==> src/sv/swrl_pkg.sv <==
package swrl_pkg;

    // field and register widths
    localparam int DATA_W      = 32;
    localparam int VAL_W       = 48;
    localparam int WIN_W       = 7;
    localparam int MEAS_W      = 3;
    localparam int N_RATE      = 4;
    localparam int N_AMOUNT    = 4;
    localparam int LIMIT_W     = DATA_W + WIN_W;
    localparam int CFG_AW      = 5;
    localparam int IN_TDATA_W  = DATA_W * (1 + N_AMOUNT);
    localparam int OUT_TDATA_W = 8;

    localparam logic [VAL_W-1:0] VAL_MAX = '1;

    // register reset values
    localparam logic [WIN_W-1:0]  WINDOW_RST   = 7'd10;
    localparam logic [MEAS_W-1:0] MEASURES_RST = 3'd2;
    localparam logic [N_RATE-1:0][DATA_W-1:0] RATE_RST = {
        32'd0, 32'd0, 32'd104857600, 32'd1000
    };

    typedef enum logic [2:0] {
        REG_WINDOW   = 3'd0,
        REG_MEASURES = 3'd1,
        REG_RATE0    = 3'd2,
        REG_RATE1    = 3'd3,
        REG_RATE2    = 3'd4,
        REG_RATE3    = 3'd5
    } t_reg_idx;

    typedef enum logic [0:0] {
        KIND_CHECK  = 1'b0,
        KIND_COMMIT = 1'b1
    } t_kind;

    typedef enum logic [3:0] {
        S_IDLE,
        S_ADV,
        S_MOD,
        S_STEP,
        S_DRAIN,
        S_CMP,
        S_RD,
        S_WR,
        S_OUT
    } t_state;

    // strobes from the sequencer to every lane
    typedef struct packed {
        logic clr_hist;
        logic clr_pend;
        logic load_pend;
        logic sub_en;
        logic rd_valid;
        logic cmp_en;
        logic wr_en;
    } t_lane_ctl;

endpackage

==> src/sv/swrl_mod.sv <==
module swrl_mod (
    input  logic                          i_clk,
    input  logic                          i_rst_n,
    input  logic                          i_start,
    input  logic [swrl_pkg::DATA_W-1:0]   i_dividend,
    input  logic [swrl_pkg::WIN_W-1:0]    i_divisor,
    output logic                          o_done,
    output logic [swrl_pkg::WIN_W-1:0]    o_rem
);
    import swrl_pkg::*;

    localparam int STEP_BITS = 4;
    localparam int N_STEPS   = DATA_W / STEP_BITS;
    localparam int CNT_W     = $clog2(N_STEPS);

    logic               r_busy;
    logic               r_done;
    logic [CNT_W-1:0]   r_cnt;
    logic [DATA_W-1:0]  r_dvd;
    logic [WIN_W-1:0]   r_div;
    logic [WIN_W-1:0]   r_rem;
    logic [WIN_W-1:0]   n_rem;
    logic [WIN_W:0]     step_t;

    // four restoring steps per cycle, remainder only
    always_comb begin
        n_rem  = r_rem;
        step_t = '0;
        for (int k = 0; k < STEP_BITS; k++) begin
            step_t = {n_rem, r_dvd[DATA_W-1-k]};
            if (step_t >= {1'b0, r_div}) begin
                step_t = step_t - {1'b0, r_div};
            end
            n_rem = step_t[WIN_W-1:0];
        end
    end

    always_ff @(posedge i_clk) begin
        if (!i_rst_n) begin
            r_busy <= 1'b0;
            r_done <= 1'b0;
            r_cnt  <= '0;
        end else begin
            r_done <= 1'b0;
            if (i_start) begin
                r_busy <= 1'b1;
                r_cnt  <= '0;
            end else if (r_busy) begin
                r_cnt <= r_cnt + 1'b1;
                if (r_cnt == CNT_W'(N_STEPS - 1)) begin
                    r_busy <= 1'b0;
                    r_done <= 1'b1;
                end
            end
        end
    end

    always_ff @(posedge i_clk) begin
        if (i_start) begin
            r_dvd <= i_dividend;
            r_div <= i_divisor;
            r_rem <= '0;
        end else if (r_busy) begin
            r_dvd <= r_dvd << STEP_BITS;
            r_rem <= n_rem;
        end
    end

    assign o_done = r_done;
    assign o_rem  = r_rem;

endmodule

==> config.mk <==
export PLATFORM = sky130hd
export DESIGN_NAME = swrl_mod
export DESIGN_NICKNAME = d
export VERILOG_FILES = /design/src/sv/swrl_pkg.sv /design/src/sv/swrl_mod.sv
export SDC_FILE = /design/constraint.sdc
export NUM_CORES = 1
export LEC_CHECK = 0
export ABC_AREA = 1
export BUFFER_PORTS_ARGS = -buffer_cell sky130_fd_sc_hd__buf_2
export CAP_MARGIN = 25
export CORE_ASPECT_RATIO = 0.5
export CORE_MARGIN = 2
export CORE_UTILIZATION = 44
export DETAILED_ROUTE_END_ITERATION = 7
export PLACE_DENSITY_LB_ADDON = 0.2
export SYNTH_ARGS = -nofsm -noshare
export SYNTH_HDL_FRONTEND = slang
export SYNTH_SLANG_ARGS = --single-unit
==> constraint.sdc <==
create_clock -name i_clk -period 9 [get_ports i_clk]
set_input_delay 0.45 -clock i_clk [delete_from_list [all_inputs] [get_ports i_clk]]
set_output_delay 0.45 -clock i_clk [all_outputs]
set_load 0.05 [all_outputs]
## Yosys cells after proc, flatten, opt, wreduce, memory -nomap -nowiden

Index checks and enable logic that the tools add are counted.

| cells by class | value |
|---|---|
| add/sub/neg operators | 5 |
| $lt $le $gt $ge | 4 |
| equality and inequality tests | 1 |
| multiplexer cells | 10 |
| bitwise operators | 2 |
| reduce and logical (&&, ||, !) cells | 3 |

Operator list:

| cell | number |
|---|---|
| 2-to-1 mux 32 bit | 2 |
| >= comparator 8 x 7 -> 1 bit | 4 |
| 2-to-1 mux 7 bit | 4 |
| subtractor 7 bit | 4 |
| 2-to-1 mux 1 bit | 4 |
| adder 3 x 1 -> 3 bit, second input constant | 1 |
| equality test 3 bit, second input constant | 1 |
| OR reduction 3 bit | 1 |
| NOT 1 bit | 2 |
| nonzero test 2 bit | 1 |
| OR reduction 2 bit | 1 |

| storage, ports and cells | value |
|---|---|
| input bits | 42 |
| logic and storage cells | 31 |
| output and inout port bits | 8 |
| register bits | 51 |

## Longest topological paths before layout

| logic depth | value |
|---|---|
| depth in word-level cells | 8 |
| gate-level depth with buffers | 50 |

## Least setup slack after synthesis

No wires, ideal clock.

| path | value |
|---|---|
| path type | register to register |
| start | register r_rem[4] (netlist: o_rem[4]) |
| end | register r_rem[5] (netlist: o_rem[5]) |
| path slack | 2962 ps |
| clock period less this slack | 6038 ps |
| stages on the path, launching flop included | 43 |
| data arrival time | 5924 ps |
| cell sequence | dfxtp_1 ha_1 a21oi_1 nor2_1 nor2_4 nand2_4 buf_6 o21ai_1 inv_1 ha_1 nand2_1 inv_2 nand2_2 nand2_2 nand2_2 nand2_2 a21oi_4 nand3_4 [... 7 more ...] nand2_1 inv_1 nand3_4 nand2_1 nand2_1 inv_1 ha_1 nand3_1 nand2_1 nand2_1 nand2_1 a21oi_1 o21ai_0 bufinv_8 nand3_4 nand2_1 nand3_1 nand2_1 |

| between the ends | value |
|---|---|
| word-level cells in the longest chain between the ends | 8 |

RTL lines:

| element | RTL line | text |
|---|---|---|
| start: declaration | swrl_mod.sv:21 | `logic [WIN_W-1:0] r_rem;` |
| start signal: assignment | swrl_mod.sv:65 | `r_rem <= n_rem;` |
| subtractor 7 bit or >= comparator 8 x 7 -> 1 bit (tied branches) | swrl_mod.sv:32, swrl_mod.sv:31 |  |
| 2-to-1 mux 7 bit (*) | swrl_mod.sv:31 | `if (step_t >= {1'b0, r_div}) begin` |
| subtractor 7 bit or >= comparator 8 x 7 -> 1 bit (tied branches) | swrl_mod.sv:32, swrl_mod.sv:31 |  |
| 2-to-1 mux 7 bit (*) | swrl_mod.sv:31 |  |
| >= comparator 8 x 7 -> 1 bit or subtractor 7 bit (tied branches) | swrl_mod.sv:31, swrl_mod.sv:32 |  |
| 2-to-1 mux 7 bit (*) | swrl_mod.sv:31 |  |
| subtractor 7 bit or >= comparator 8 x 7 -> 1 bit (tied branches) | swrl_mod.sv:32, swrl_mod.sv:31 |  |
| 2-to-1 mux 7 bit (*) | swrl_mod.sv:31 |  |

Mark *: on every way between the ends. The rest lies on a longest branch, timed or not.
A chain may end at the register's enable or synchronous reset.

## Worst setup path after layout

| path | value |
|---|---|
| start | register r_div[1] |
| end | register r_rem[2] (netlist: o_rem[2]) |

| between the ends | value |
|---|---|
| word-level cells in the longest chain between the ends | 8 |

RTL lines:

| element | RTL line | text |
|---|---|---|
| start: declaration | swrl_mod.sv:20 | `logic [WIN_W-1:0] r_div;` |
| start signal: assignment | swrl_mod.sv:61 | `r_div <= i_divisor;` |
| subtractor 7 bit or >= comparator 8 x 7 -> 1 bit (tied branches) | swrl_mod.sv:32, swrl_mod.sv:31 |  |
| 2-to-1 mux 7 bit | swrl_mod.sv:31 |  |
| subtractor 7 bit or >= comparator 8 x 7 -> 1 bit (tied branches) | swrl_mod.sv:32, swrl_mod.sv:31 |  |
| 2-to-1 mux 7 bit | swrl_mod.sv:31 |  |
| >= comparator 8 x 7 -> 1 bit or subtractor 7 bit (tied branches) | swrl_mod.sv:31, swrl_mod.sv:32 |  |
| 2-to-1 mux 7 bit | swrl_mod.sv:31 |  |
| subtractor 7 bit or >= comparator 8 x 7 -> 1 bit (tied branches) | swrl_mod.sv:32, swrl_mod.sv:31 |  |
| 2-to-1 mux 7 bit (*) | swrl_mod.sv:31 |  |

Marked as above.

==> impl_metrics.yaml <==
status:
  status: "finished clean"
timing:
  fmax_ghz: 0.1504
  slew_violations: 0
  tightest_slew_ps: 858.1
  holdWs_ps: 340.2
  hold_viol: 0
  finClkSkew_ps: 3.790
  setup_tns_ps: 0
  finalSetupViolCount: 0
  period_share: 0.7388
  relSlewSlack: 0.4273
  rsz0062_at_grt: "false"
  fin_crit_ps: 6649
synthesis:
  ys_seq_area_frac: 0.3858
  synthMuxAreaShare: 0
  yosys.area.top_type_share: 0.3201
  synth_nets: 536
  synth_fa_ha_area_frac: 0.1245
  synthFlopType: "edfxtp_1"
  synth_top_cell_by_area: "edfxtp_1"
  synthCells: 460
  synth_edf_count: 39
  ys_ff_latch: 51
  synth_area_leaders: "edfxtp_1 (32%), nand2_1 (19%), ha_1 (10%)"
  synthArstFlopShare: 0
  netlist_area_um2: 3659
  synth_cell_type_count: 34
  synth_top_family_by_area: "simple AND/OR/NAND/NOR gates"
  post_synth_xor_area_fraction: 0.04070
  synth-simple-area-share: 0.3098
  syn_avg_cell_area_um2: 7.953
  synth_compound_gate_area_share: 0.05951
  yosys_warnings: 0
clocking:
  cts_buffer_depth: 2
  post_cts_buffers: 0
  cts_resized: 0
  htree_levels: 2
  cts_made_buffers: 5
  root_buffer: "clkbuf_16"
  clk_pin_slew_ps: 60
  clk_latency_ps: 280
  clkSinkCount: 51
  cts_hold_buf: 0
  cts_tree: "done"
finish:
  final_area_um2: 4151
  syn2layout_area_growth_pct: 13.47
  num-nets-final: 585
  drive_gt1_frac: 0.1608
  n_antenna_cell: 0
  finalNonFillerCells: 622
setup_path:
  cp_max_fo: 13
  crit_type: "flip-flop to flip-flop"
  required_ps: 9180
  cp_slowest_cell: "fa_1"
  start_kind: "flip-flop"
  endpoint_kind: "flip-flop"
  cpMostUsedCell: "nand2_1"
  crit_path_max_incr_delay_ps: 470
  arrival_ps: 6830
placed_design:
  port_buffers: 49
  dp_hpwl_mm: 6.219
  place_area_um2: 4010
  dp.cells: 614
  routabilityCongestion: 0.9277
grt:
  grt_pass1_wl_mm: 13.27
  grt_start_max_net_pins: 43
  overflow: 0
  grt_usage: 0.1878
  antenna_found_initial: 0
  grt_pass1_vias: 2901
floorplan:
  ioPinCount: 50
  die-width_um: 133.0
  core_um2: 8029
  row_count: 23
  dieArea_um2: 9105
  start_util: 0.4557
  dieHeight_um: 68.48
routing:
  first_pass_iters: 4
  drt_iter0_markers: 207
  wl_per_cell_um: 12.78
  finalWirelength_mm: 7.948
  vias_per_cell: 4.839
  drc: 0
  ant_nets: 0
  vias: 3010
worst_hold_path:
  hold_path.class: "primary input to flip-flop"
run:
  cap_violations: 0
## final timing paths
check,depth (start not counted),from,slack (ps),end
hold reg to reg,2,r_cnt[2],470,r_cnt[2]
hold / removal,1,i_divisor[5],340,r_div[5]
setup / recovery,42,r_div[1],2350,o_rem[2]
setup reg to reg,42,r_div[1],2350,o_rem[2]
## flip-flops by register name, summed over array words and instances, names as in the netlist
| signal | count |
|---|---|
| o_done | 1 |
| o_rem | 7 |
| r_busy | 1 |
| r_cnt | 3 |
| r_div | 7 |
| r_dvd | 32 |
## Yosys cell counts (5+ instances only)
cell type and n:
nor2_1 6, nand3_4 5, xor2_1 9, o21ai_1 5
nand2_1 184, nand2_2 8, clkbuf_1 6, inv_1 56
dfxtp_1 12, edfxtp_1 39, nand3_1 35, a21oi_1 17
inv_2 5, ha_1 30, nand4_1 7, xnor2_1 8
## cells in the final DEF (no fill, tap or decap), types with 3 or more instances in the layout
cell	Yosys	layout
edfxtp_1	39	39
a21oi_4	3	3
a21oi_1	17	17
xnor2_1	8	8
fa_1	4	4
o21ai_0	4	4
dfxtp_1	12	12
ha_1	30	30
nor2_1	6	6
clkbuf_16	0	5
o21ai_1	5	5
nand3_1	35	35
nand4_1	7	7
nand2_1	184	184
buf_2	0	49
nand3_4	5	5
inv_2	5	5
inv_1	56	56
nand2_2	8	8
xor2_1	9	9
## metrics by stage
step	util	setup WS, ps
after floorplan	-	2962
after global placement	0.4995	2413
after detailed placement	0.4995	2370
after CTS	0.5171	2353
after global routing	0.5171	1713
final	0.5171	2351
## metal layers
| layer | vias up | routed length, um | track usage |
|---|---|---|---|
| met5 | - | 0 | 0 |
| met2 | 67 | 3645 | 0.3355 |
| met3 | 12 | 364 | 0.03926 |
| li1 | 1589 | - | - |
| met4 | 0 | 104 | 0.04839 |
| met1 | 1342 | 3834 | 0.2378 |
## cell type report
type / count / area [um^2]
fill: 774 / 3877
multi-input combinational: 338 / 1956
sequential: 51 / 1411
timing repair buffer: 50 / 252.7
inverter: 63 / 250.2
tap: 112 / 140.1
clock buffer: 6 / 128.9
clock inverter: 2 / 12.51
## worst max-delay path: cells and delay by family (launching register included)
kind                       cells  cell delay, ps
and+or+nand+nor               26            2290
adders and majority gates      4            1600
AOI/OAI and AO/OA              7            1490
buffers and inverters          5             700
DFF                            1             450
## cells by family (layout without fill, tap and decap cells)
| logic type | Yosys count | in the layout |
|---|---|---|
| fa+ha+maj | 34 | 34 |
| simple gates | 253 | 253 |
| buf+inv | 71 | 121 |
| compound gates | 34 | 34 |
| flops | 51 | 51 |
| xor+xnor | 17 | 17 |
Power is not shown: default switching activity piles up to over one toggle a cycle in this logic, so the estimate is an artifact.
